[src/hdl/nhss_pkg.sv]
`default_nettype none
// ----------------------------------------------------------------------------
// nhss_pkg - shared definitions for the name hash shard selector
//
// Widths, fixed constants of the Pearson hash, register indices and the
// request struct that drives the permutation RAM.
// ----------------------------------------------------------------------------
package nhss_pkg;

  // Hash and table geometry
  localparam int HASH_W      = 8;
  localparam int TABLE_DEPTH = 256;
  localparam int ADDR_W      = 8;

  // Configuration port
  localparam int CFG_W       = 16;
  localparam int CFG_INDEX_W = 2;

  localparam logic [CFG_INDEX_W-1:0] REG_CLUSTER_SIZE  = CFG_INDEX_W'(0);
  localparam logic [CFG_INDEX_W-1:0] REG_CLUSTER_INDEX = CFG_INDEX_W'(1);

  localparam logic [CFG_W-1:0] CLUSTER_SIZE_RESET  = CFG_W'(1);
  localparam logic [CFG_W-1:0] CLUSTER_INDEX_RESET = CFG_W'(0);

  // Hash seed and shuffle key
  localparam logic [HASH_W-1:0] SEED_BASE = HASH_W'(123);
  localparam logic [HASH_W-1:0] KEY_START = HASH_W'(7);

  // Shuffle passes over the table
  localparam int SHUFFLE_PASSES = 4;
  localparam int PASS_W         = 2;

  // Remainder unit: one dividend bit per cycle
  localparam int REM_STEPS = HASH_W;
  localparam int STEP_W    = 3;

  // One cycle's worth of RAM access
  typedef struct packed {
    logic              we;
    logic [ADDR_W-1:0] waddr;
    logic [HASH_W-1:0] wdata;
    logic              re;
    logic [ADDR_W-1:0] raddr;
  } ram_req_t;

endpackage
`default_nettype wire

[src/hdl/nhss_ram.sv]
`default_nettype none
// ----------------------------------------------------------------------------
// nhss_ram - generic simple dual-port RAM
//
// One write port, one read port, read data registered and held while the
// read enable is low.
// ----------------------------------------------------------------------------
module nhss_ram #(
  parameter int WIDTH = 8,
  parameter int DEPTH = 256
) (
  input  wire logic                     clk,
  input  wire logic                     we,
  input  wire logic [$clog2(DEPTH)-1:0] waddr,
  input  wire logic [WIDTH-1:0]         wdata,
  input  wire logic                     re,
  input  wire logic [$clog2(DEPTH)-1:0] raddr,
  output logic      [WIDTH-1:0]         rdata
);

  logic [WIDTH-1:0] mem [DEPTH];

  // Write port
  always_ff @(posedge clk) begin
    if (we) begin
      mem[waddr] <= wdata;
    end
  end

  // Registered read port
  always_ff @(posedge clk) begin
    if (re) begin
      rdata <= mem[raddr];
    end
  end

endmodule
`default_nettype wire

[src/hdl/nhss_perm_build.sv]
`default_nettype none
// ----------------------------------------------------------------------------
// nhss_perm_build - permutation table builder
//
// After reset, writes the identity into the table, then runs the keyed
// shuffle: four passes over all entries, each step reading the entry,
// advancing the key by it and swapping the entry with the one at the key.
// A step reads the entry, then the entry at the new key, and writes both back.
// ----------------------------------------------------------------------------
module nhss_perm_build (
  input  wire logic                     clk,
  input  wire logic                     rst,
  input  wire logic [nhss_pkg::HASH_W-1:0] rdata,
  output nhss_pkg::ram_req_t            req,
  output logic                          done
);

  import nhss_pkg::*;

  typedef enum logic [5:0] {
    B_FILL   = 6'b000001,
    B_RD_POS = 6'b000010,
    B_RD_KEY = 6'b000100,
    B_WR_POS = 6'b001000,
    B_WR_KEY = 6'b010000,
    B_DONE   = 6'b100000
  } build_state_t;

  build_state_t      state;
  logic [ADDR_W-1:0] pos;
  logic [HASH_W-1:0] key;
  logic [HASH_W-1:0] held;
  logic [PASS_W-1:0] pass;
  logic [HASH_W-1:0] key_sum;

  localparam logic [ADDR_W-1:0] POS_LAST  = ADDR_W'(TABLE_DEPTH - 1);
  localparam logic [PASS_W-1:0] PASS_LAST = PASS_W'(SHUFFLE_PASSES - 1);

  // Key advances by the entry just read (wraps mod 256)
  assign key_sum = key + rdata;

  // Sequencer
  always_ff @(posedge clk) begin
    if (rst) begin
      state <= B_FILL;
      pos   <= '0;
      key   <= KEY_START;
      pass  <= '0;
    end else begin
      case (state)
        B_FILL: begin
          pos <= pos + 1'b1;
          if (pos == POS_LAST) begin
            state <= B_RD_POS;
          end
        end
        B_RD_POS: begin
          state <= B_RD_KEY;
        end
        B_RD_KEY: begin
          key   <= key_sum;
          state <= B_WR_POS;
        end
        B_WR_POS: begin
          state <= B_WR_KEY;
        end
        B_WR_KEY: begin
          pos <= pos + 1'b1;
          if (pos == POS_LAST) begin
            pass <= pass + 1'b1;
            if (pass == PASS_LAST) begin
              state <= B_DONE;
            end else begin
              state <= B_RD_POS;
            end
          end else begin
            state <= B_RD_POS;
          end
        end
        B_DONE: begin
          state <= B_DONE;
        end
        default: begin
          state <= B_FILL;
        end
      endcase
    end
  end

  // Entry under the cursor, kept for the second half of the swap
  always_ff @(posedge clk) begin
    if (state == B_RD_KEY) begin
      held <= rdata;
    end
  end

  // RAM access per state
  always_comb begin
    req = '0;
    case (state)
      B_FILL: begin
        req.we    = 1'b1;
        req.waddr = pos;
        req.wdata = pos;
      end
      B_RD_POS: begin
        req.re    = 1'b1;
        req.raddr = pos;
      end
      B_RD_KEY: begin
        req.re    = 1'b1;
        req.raddr = key_sum;
      end
      B_WR_POS: begin
        req.we    = 1'b1;
        req.waddr = pos;
        req.wdata = rdata;
      end
      B_WR_KEY: begin
        req.we    = 1'b1;
        req.waddr = key;
        req.wdata = held;
      end
      default: begin
        req = '0;
      end
    endcase
  end

  assign done = (state == B_DONE);

endmodule
`default_nettype wire

[src/hdl/nhss_rem.sv]
`default_nettype none
// ----------------------------------------------------------------------------
// nhss_rem - iterative remainder unit
//
// Restoring division of the eight-bit hash by the cluster size, one dividend
// bit per cycle. Only the remainder is kept.
// ----------------------------------------------------------------------------
module nhss_rem (
  input  wire logic                          clk,
  input  wire logic                          rst,
  input  wire logic                          start,
  input  wire logic [nhss_pkg::HASH_W-1:0]   dividend,
  input  wire logic [nhss_pkg::CFG_W-1:0]    divisor,
  output logic                               done,
  output logic      [nhss_pkg::CFG_W-1:0]    rem
);

  import nhss_pkg::*;

  localparam logic [STEP_W-1:0] STEP_LAST = STEP_W'(REM_STEPS - 1);

  logic              busy;
  logic [STEP_W-1:0] cnt;
  logic [HASH_W-1:0] quo;
  logic [CFG_W:0]    trial;
  logic [CFG_W:0]    diff;
  logic [CFG_W-1:0]  rem_next;

  // Shift in the next dividend bit, subtract when it fits
  always_comb begin
    trial    = {rem, quo[HASH_W-1]};
    diff     = trial - {1'b0, divisor};
    rem_next = (trial >= {1'b0, divisor}) ? diff[CFG_W-1:0] : trial[CFG_W-1:0];
  end

  // Control
  always_ff @(posedge clk) begin
    if (rst) begin
      busy <= 1'b0;
      cnt  <= '0;
    end else if (start) begin
      busy <= 1'b1;
      cnt  <= '0;
    end else if (busy) begin
      cnt <= cnt + 1'b1;
      if (cnt == STEP_LAST) begin
        busy <= 1'b0;
      end
    end
  end

  // Datapath
  always_ff @(posedge clk) begin
    if (start) begin
      rem <= '0;
      quo <= dividend;
    end else if (busy) begin
      rem <= rem_next;
      quo <= {quo[HASH_W-2:0], 1'b0};
    end
  end

  // High in the final step; rem is final on the next cycle
  assign done = busy && (cnt == STEP_LAST);

endmodule
`default_nettype wire

[src/hdl/name_hash_shard_select.sv]
`default_nettype none
// ----------------------------------------------------------------------------
// name_hash_shard_select - Pearson hash of a name and shard ownership check
//
// Takes a name one byte per transaction and hashes it with an eight-bit
// Pearson hash; on the last byte it returns the hash and whether hash mod
// cluster_size equals cluster_index; a zero cluster_size never owns.
// ----------------------------------------------------------------------------
// After reset the permutation table is built in RAM: the identity fill of
// all 256 entries, then four shuffle passes over them. in_ready stays low
// until the build is done and the RAM is handed over (configuration writes
// are taken throughout). Afterwards an item that carries no byte and is not
// last leaves the block idle; a byte that is not last adds the registered
// table read on the single RAM port. A last item also runs through the
// bit-serial remainder unit and then loads the output register. The output
// register holds a result while the next name is taken in; a following
// result waits in the output state, with in_ready low, until the previous
// one is taken.
// ----------------------------------------------------------------------------
module name_hash_shard_select (
  input  wire logic                              clk,
  input  wire logic                              rst,
  // configuration
  input  wire logic                              cfg_we,
  input  wire logic [nhss_pkg::CFG_INDEX_W-1:0]  cfg_index,
  input  wire logic [nhss_pkg::CFG_W-1:0]        cfg_data,
  // input channel
  input  wire logic                              in_valid,
  output logic                                   in_ready,
  input  wire logic [nhss_pkg::HASH_W-1:0]       name_byte,
  input  wire logic [nhss_pkg::HASH_W-1:0]       length_mod,
  input  wire logic                              is_first,
  input  wire logic                              is_last,
  input  wire logic                              is_empty,
  // output channel
  output logic                                   out_valid,
  input  wire logic                              out_ready,
  output logic      [nhss_pkg::HASH_W-1:0]       hash_value,
  output logic                                   owned_here
);

  import nhss_pkg::*;

  typedef enum logic [4:0] {
    S_BUILD  = 5'b00001,
    S_IDLE   = 5'b00010,
    S_LOOKUP = 5'b00100,
    S_MOD    = 5'b01000,
    S_OUT    = 5'b10000
  } state_t;

  state_t            state;
  logic [HASH_W-1:0] running_hash;
  logic              last_q;
  logic [CFG_W-1:0]  cluster_size;
  logic [CFG_W-1:0]  cluster_index;

  logic              accept;
  logic [HASH_W-1:0] seed;
  logic [HASH_W-1:0] lookup_addr;
  ram_req_t          build_req;
  ram_req_t          ram_req;
  logic              build_done;
  logic [HASH_W-1:0] ram_rdata;
  logic              mod_start;
  logic [HASH_W-1:0] mod_dividend;
  logic              mod_done;
  logic [CFG_W-1:0]  mod_rem;
  logic              out_load;
  logic              owned_calc;

  // Permutation table
  nhss_ram #(
    .WIDTH (HASH_W),
    .DEPTH (TABLE_DEPTH)
  ) u_table (
    .clk   (clk),
    .we    (ram_req.we),
    .waddr (ram_req.waddr),
    .wdata (ram_req.wdata),
    .re    (ram_req.re),
    .raddr (ram_req.raddr),
    .rdata (ram_rdata)
  );

  // Table builder, owns the RAM until done
  nhss_perm_build u_build (
    .clk   (clk),
    .rst   (rst),
    .rdata (ram_rdata),
    .req   (build_req),
    .done  (build_done)
  );

  // Remainder unit
  nhss_rem u_rem (
    .clk      (clk),
    .rst      (rst),
    .start    (mod_start),
    .dividend (mod_dividend),
    .divisor  (cluster_size),
    .done     (mod_done),
    .rem      (mod_rem)
  );

  // Input handshake and seed selection
  assign in_ready    = (state == S_IDLE);
  assign accept      = in_valid && in_ready;
  assign seed        = is_first ? (SEED_BASE + length_mod) : running_hash;
  assign lookup_addr = seed + name_byte;

  // RAM port: builder first, hash lookups afterwards
  always_comb begin
    if (state == S_BUILD) begin
      ram_req = build_req;
    end else begin
      ram_req       = '0;
      ram_req.re    = accept && !is_empty;
      ram_req.raddr = lookup_addr;
    end
  end

  // Remainder start: empty last item uses the seed, otherwise the lookup
  assign mod_start    = (accept && is_empty && is_last) || (state == S_LOOKUP && last_q);
  assign mod_dividend = (state == S_LOOKUP) ? ram_rdata : seed;

  assign out_load   = (state == S_OUT) && (!out_valid || out_ready);
  assign owned_calc = (cluster_size != '0) && (mod_rem == cluster_index);

  // Configuration registers
  always_ff @(posedge clk) begin
    if (rst) begin
      cluster_size  <= CLUSTER_SIZE_RESET;
      cluster_index <= CLUSTER_INDEX_RESET;
    end else if (cfg_we) begin
      case (cfg_index)
        REG_CLUSTER_SIZE:  cluster_size  <= cfg_data;
        REG_CLUSTER_INDEX: cluster_index <= cfg_data;
        default: begin
        end
      endcase
    end
  end

  // Sequencer and running hash
  always_ff @(posedge clk) begin
    if (rst) begin
      state        <= S_BUILD;
      running_hash <= '0;
      last_q       <= 1'b0;
    end else begin
      case (state)
        S_BUILD: begin
          if (build_done) begin
            state <= S_IDLE;
          end
        end
        S_IDLE: begin
          if (accept) begin
            last_q <= is_last;
            if (!is_empty) begin
              state <= S_LOOKUP;
            end else begin
              running_hash <= seed;
              if (is_last) begin
                state <= S_MOD;
              end
            end
          end
        end
        S_LOOKUP: begin
          running_hash <= ram_rdata;
          state        <= last_q ? S_MOD : S_IDLE;
        end
        S_MOD: begin
          if (mod_done) begin
            state <= S_OUT;
          end
        end
        S_OUT: begin
          if (out_load) begin
            state <= S_IDLE;
          end
        end
        default: begin
          state <= S_BUILD;
        end
      endcase
    end
  end

  // Output register
  always_ff @(posedge clk) begin
    if (rst) begin
      out_valid <= 1'b0;
    end else if (out_load) begin
      out_valid <= 1'b1;
    end else if (out_ready) begin
      out_valid <= 1'b0;
    end
  end

  always_ff @(posedge clk) begin
    if (out_load) begin
      hash_value <= running_hash;
      owned_here <= owned_calc;
    end
  end

endmodule
`default_nettype wire

[config.mk]
export PLATFORM = sky130hd
export DESIGN_NAME = name_hash_shard_select
export DESIGN_NICKNAME = d
export VERILOG_FILES = /design/src/hdl/nhss_pkg.sv /design/src/hdl/nhss_ram.sv /design/src/hdl/nhss_perm_build.sv /design/src/hdl/nhss_rem.sv /design/src/hdl/name_hash_shard_select.sv
export SDC_FILE = /design/constraint.sdc
export NUM_CORES = 2
export LEC_CHECK = 0
export BUFFER_PORTS_ARGS = -buffer_cell sky130_fd_sc_hd__buf_4
export CAP_MARGIN = 10
export CORE_MARGIN = 2
export CORE_UTILIZATION = 62
export DETAILED_ROUTE_END_ITERATION = 12
export PLACE_DENSITY_LB_ADDON = 0.05
export RECOVER_POWER = 25
export SLEW_MARGIN = 20
export SYNTH_ARGS = -nofsm -noshare
export SYNTH_HDL_FRONTEND = slang
export SYNTH_HIERARCHICAL = 1
export SYNTH_SLANG_ARGS = --single-unit
[constraint.sdc]
create_clock -name clk -period 7.8 [get_ports clk]
set_input_delay 1.17 -clock clk [delete_from_list [all_inputs] [get_ports clk]]
set_output_delay 1.17 -clock clk [all_outputs]
set_load 0.1 [all_outputs]
==> metrics.csv <==
metric;value;unit
synth.yosys.seq_area_share;74.1;%
path_cells;or4_1 -> or3b_1 -> inv_1 -> nand2_1 -> nand2_1 -> nand2_1 -> nand2_4 -> buf_12 -> buf_4 -> mux4_1 -> mux4_2 -> nor2_1 -> a2111oi_1 -> nor3_1 -> nor4_1;
p_seq_share;50.2;%
grt_pass1_wl;305;mm
design_area;95600;µm²
grt_pass1_vias;43700;
drt_iter0_markers;6101;
reg2reg_from;u_build/state[3];
clk_latency;0.83;ns
clock_sinks;2172;
final.setup.worst_slack;1.40;ns
antenna_left;0;
leakagePower;0.0300;µW
synth_top_family_by_area;multiplexers;
vias;45100;
num_rows;137;
p_int;19800;µW
avgSynthCellArea;19.1;µm²
min_from;cluster_index[14];
antenna_found_initial;4;
run_status;finished with violations;
dp_hpwl;129;mm
post_cts_resized;0;
vias_per_cell;6.74;
power.density;275;nW/µm²
synth-compound-area-share;4.71;%
yosysWarnings;6;
crit_arrival;6.93;ns
synth.most_common_cell;edfxtp_1;
wl_per_cell;31.6;µm
worst_slew_pin_slew;4.59;ns
synth_nets;4633;
p_switching;6450;µW
end_kind;register;
crit_required;8.33;ns
synth_top_area_share;72.0;%
synth-xor-area-share;0.504;%
violations;max-capacitance violations, max-slew violations;
worst-path-buf-inv;3;
io_buffers;52;
cts_tree;done;
cp_num_cells;15;
grtUsageTotal;29.9;%
ff_latch_area;64300;µm²
clockBufferDepth;3;
synth_simple_gate_area_share;4.15;%
ys_seq_elements;2172;
initial_utilization;62.4;%
worstReg2RegEnd;u_table/rdata[1];
ff2ff_path_depth;15;
rsz0062_at_grt;false;
cts.htree.levels;4;
cts_made_buffers;209;
netSwitchingFraction;24.5;%
ys.flop_type;edfxtp_1;
yosysTopAreaCell;edfxtp_1;
drv_cap;11;
n_fill_cell;8945;
finalSetupTns;0;ns
min_period;6.40;ns
nets;4719;
hold-path-endpoint;cluster_index[14];
placed_cell_area;89000;µm²
clock_skew;0.0231;ns
syn_inst;4553;
cp_max_fo;27;
timing.hold.ws;0.464;ns
place_ws;1.47;ns
multi_input_area;20700;µm²
fmax;0.156;GHz
crit_top_cell;nand2_1;
ios;53;
clkPwrFrac;37.6;%
core;139000;µm²
vdd_drop_max;243;µV
ctsRootBufferMaster;clkbuf_16;
clk_pin_slew;0.06;ns
syn_to_final_growth;10.1;%
cp_top_family;simple AND/OR/NAND/NOR gates;
crit_slowest_cell;mux4_1;
synth_commonest_cells;edfxtp_1, mux4_2, nor2_1;
pwr-share-comb;12.2;%
die_area;143000;µm²
synth_cell_types;99;
hold_buffers;0;
maxSlewHeadroom;-206;%
drcViolationCount;0;
hp-class;register to register;
r2r_setup_slack;1.40;ns
yosys-mux-area-fraction;13.9;%
worst_path_largest_cell_delay;0.71;ns
finalSetupViolations;0;
place_congestion;0.871;
hold_viol_final;0;
whs_path_depth;2;
synth_area;86800;µm²
async_flop_share;0;%
synth-adder-area-share;0.574;%
die-width;378;µm
drive_gt1_share;19.5;%
fin_crit_sh;82.1;%
synth_edf_count;2081;
setup.worst_path.class;register to register;
post_cts_buffers;0;
startpoint_type;register;
die_height;378;µm
grt-ovfl-total;0;
slew_violations;847;
dr.pass1.iters;8;
grt_max_degree;241;
synth.area.top_cells;edfxtp_1, mux4_2, dfxtp_1, mux2i_1, nor2_1;
routed_wl;211;mm
==> per-stage QoR <==
stage               power [µW]  cells  util, %
detailed placement       16600   6301     64.0
global route             27000   6688     68.7
floorplan                15500   4553        -
finish                   26300   6692     68.7
CTS                      26400   6685     68.8
global placement         16500   6300     63.9
==> worst min-delay path, cell delays in order, from the launching register on <==
cell and delay [ns]:
dfxtp_1 0.31, nand2_1 0.05, a21oi_1 0.05
==> routing by layer <==
metal | global-route usage (%) | share of wire (%) | up-vias
met5 | 0 | 0.011 | -
met4 | 8.32 | 2.6 | 4
met3 | 6.87 | 9.9 | 323
met2 | 45.1 | 46 | 2315
met1 | 44.7 | 41 | 23700
li1 | - | - | 18800
==> sequential cells by signal (all words and copies together), names as in the netlist <==
name,flops
running_hash,8
owned_here,1
u_build/key,8
u_table/rdata,8
u_table/mem,2048
u_rem/busy,1
cluster_size,16
u_rem/rem,16
u_build/pass,2
u_rem/cnt,3
u_rem/quo,8
last_q,1
out_valid,1
u_build/pos,8
hash_value,8
u_build/held,8
state,5
cluster_index,16
u_build/state,6
==> how the worst max path moves through the flow <==
| stage | startpoint | end | slack, ns |
|---|---|---|---|
| 2_1_floorplan | u_build/state[1] | u_table/mem[0][1] | 2.06 |
| 3_3_place_gp | length_mod[0] | u_table/rdata[1] | 1.47 |
| 3_5_place_dp | length_mod[0] | u_table/rdata[1] | 1.47 |
| 4_1_cts | u_build/state[3] | u_table/rdata[1] | 1.51 |
| 5_1_grt | u_build/state[1] | u_table/mem[44][2] | 0.85 |
| 6_report | u_build/state[3] | u_table/rdata[1] | 1.40 |
==> cells in the final DEF, fill, tap and decap left out, types with 18 or more instances in the layout <==
master / netlist / layout
nand2_1: 147 / 144
bufinv_16: 0 / 18
clkinv_2: 0 / 39
o22ai_1: 28 / 28
nor2_1: 328 / 325
buf_12: 8 / 18
o21ai_0: 39 / 47
buf_4: 27 / 107
a211oi_1: 24 / 25
nor2b_1: 40 / 37
mux4_2: 454 / 454
clkbuf_1: 133 / 57
nor4_1: 36 / 36
nand3_1: 45 / 46
o211ai_1: 18 / 18
inv_1: 47 / 48
ha_1: 35 / 35
clkbuf_16: 0 / 215
xor2_1: 36 / 36
o221ai_1: 46 / 46
and2_1: 27 / 19
clkinv_1: 1 / 53
nand4_1: 18 / 18
nand2b_1: 18 / 18
edfxtp_1: 2081 / 2081
nor3_1: 33 / 36
mux2i_1: 158 / 158
a21oi_1: 166 / 163
dfxtp_1: 91 / 91
a22oi_1: 134 / 134
a22o_1: 19 / 19
==> area by class of cell <==
type	instances	share of cell area, %
Antenna cell	4	0.0105
Clock buffer	259	5.83
Clock inverter	125	1.16
Inverter	49	0.192
Multi-Input combinational cell	2059	21.7
Sequential cell	2172	67.3
Tap cell	1876	2.46
Timing Repair Buffer	148	1.40
==> cell families after synthesis <==
group | Yosys count
AO/OA/AOI/OAI | 584
multiplexers | 629
AND/OR/NAND/NOR | 758
flip-flops | 2172
buffers and inverters | 322
adder cells (fa/ha/maj) | 38
XOR/XNOR | 50
==> power groups by stage <==
| stage | Clock, µW | Combinational [µW] | Sequential, µW |
|---|---|---|---|
| finish | 9880 | 3200 | 13200 |
| floorplan | 0 | 2000 | 13500 |
| detailed placement | 0 | 3160 | 13400 |
| global route | 10500 | 3360 | 13200 |
| global placement | 0 | 3120 | 13400 |
| CTS | 10000 | 3170 | 13200 |
(Power assumes the default switching activity.)
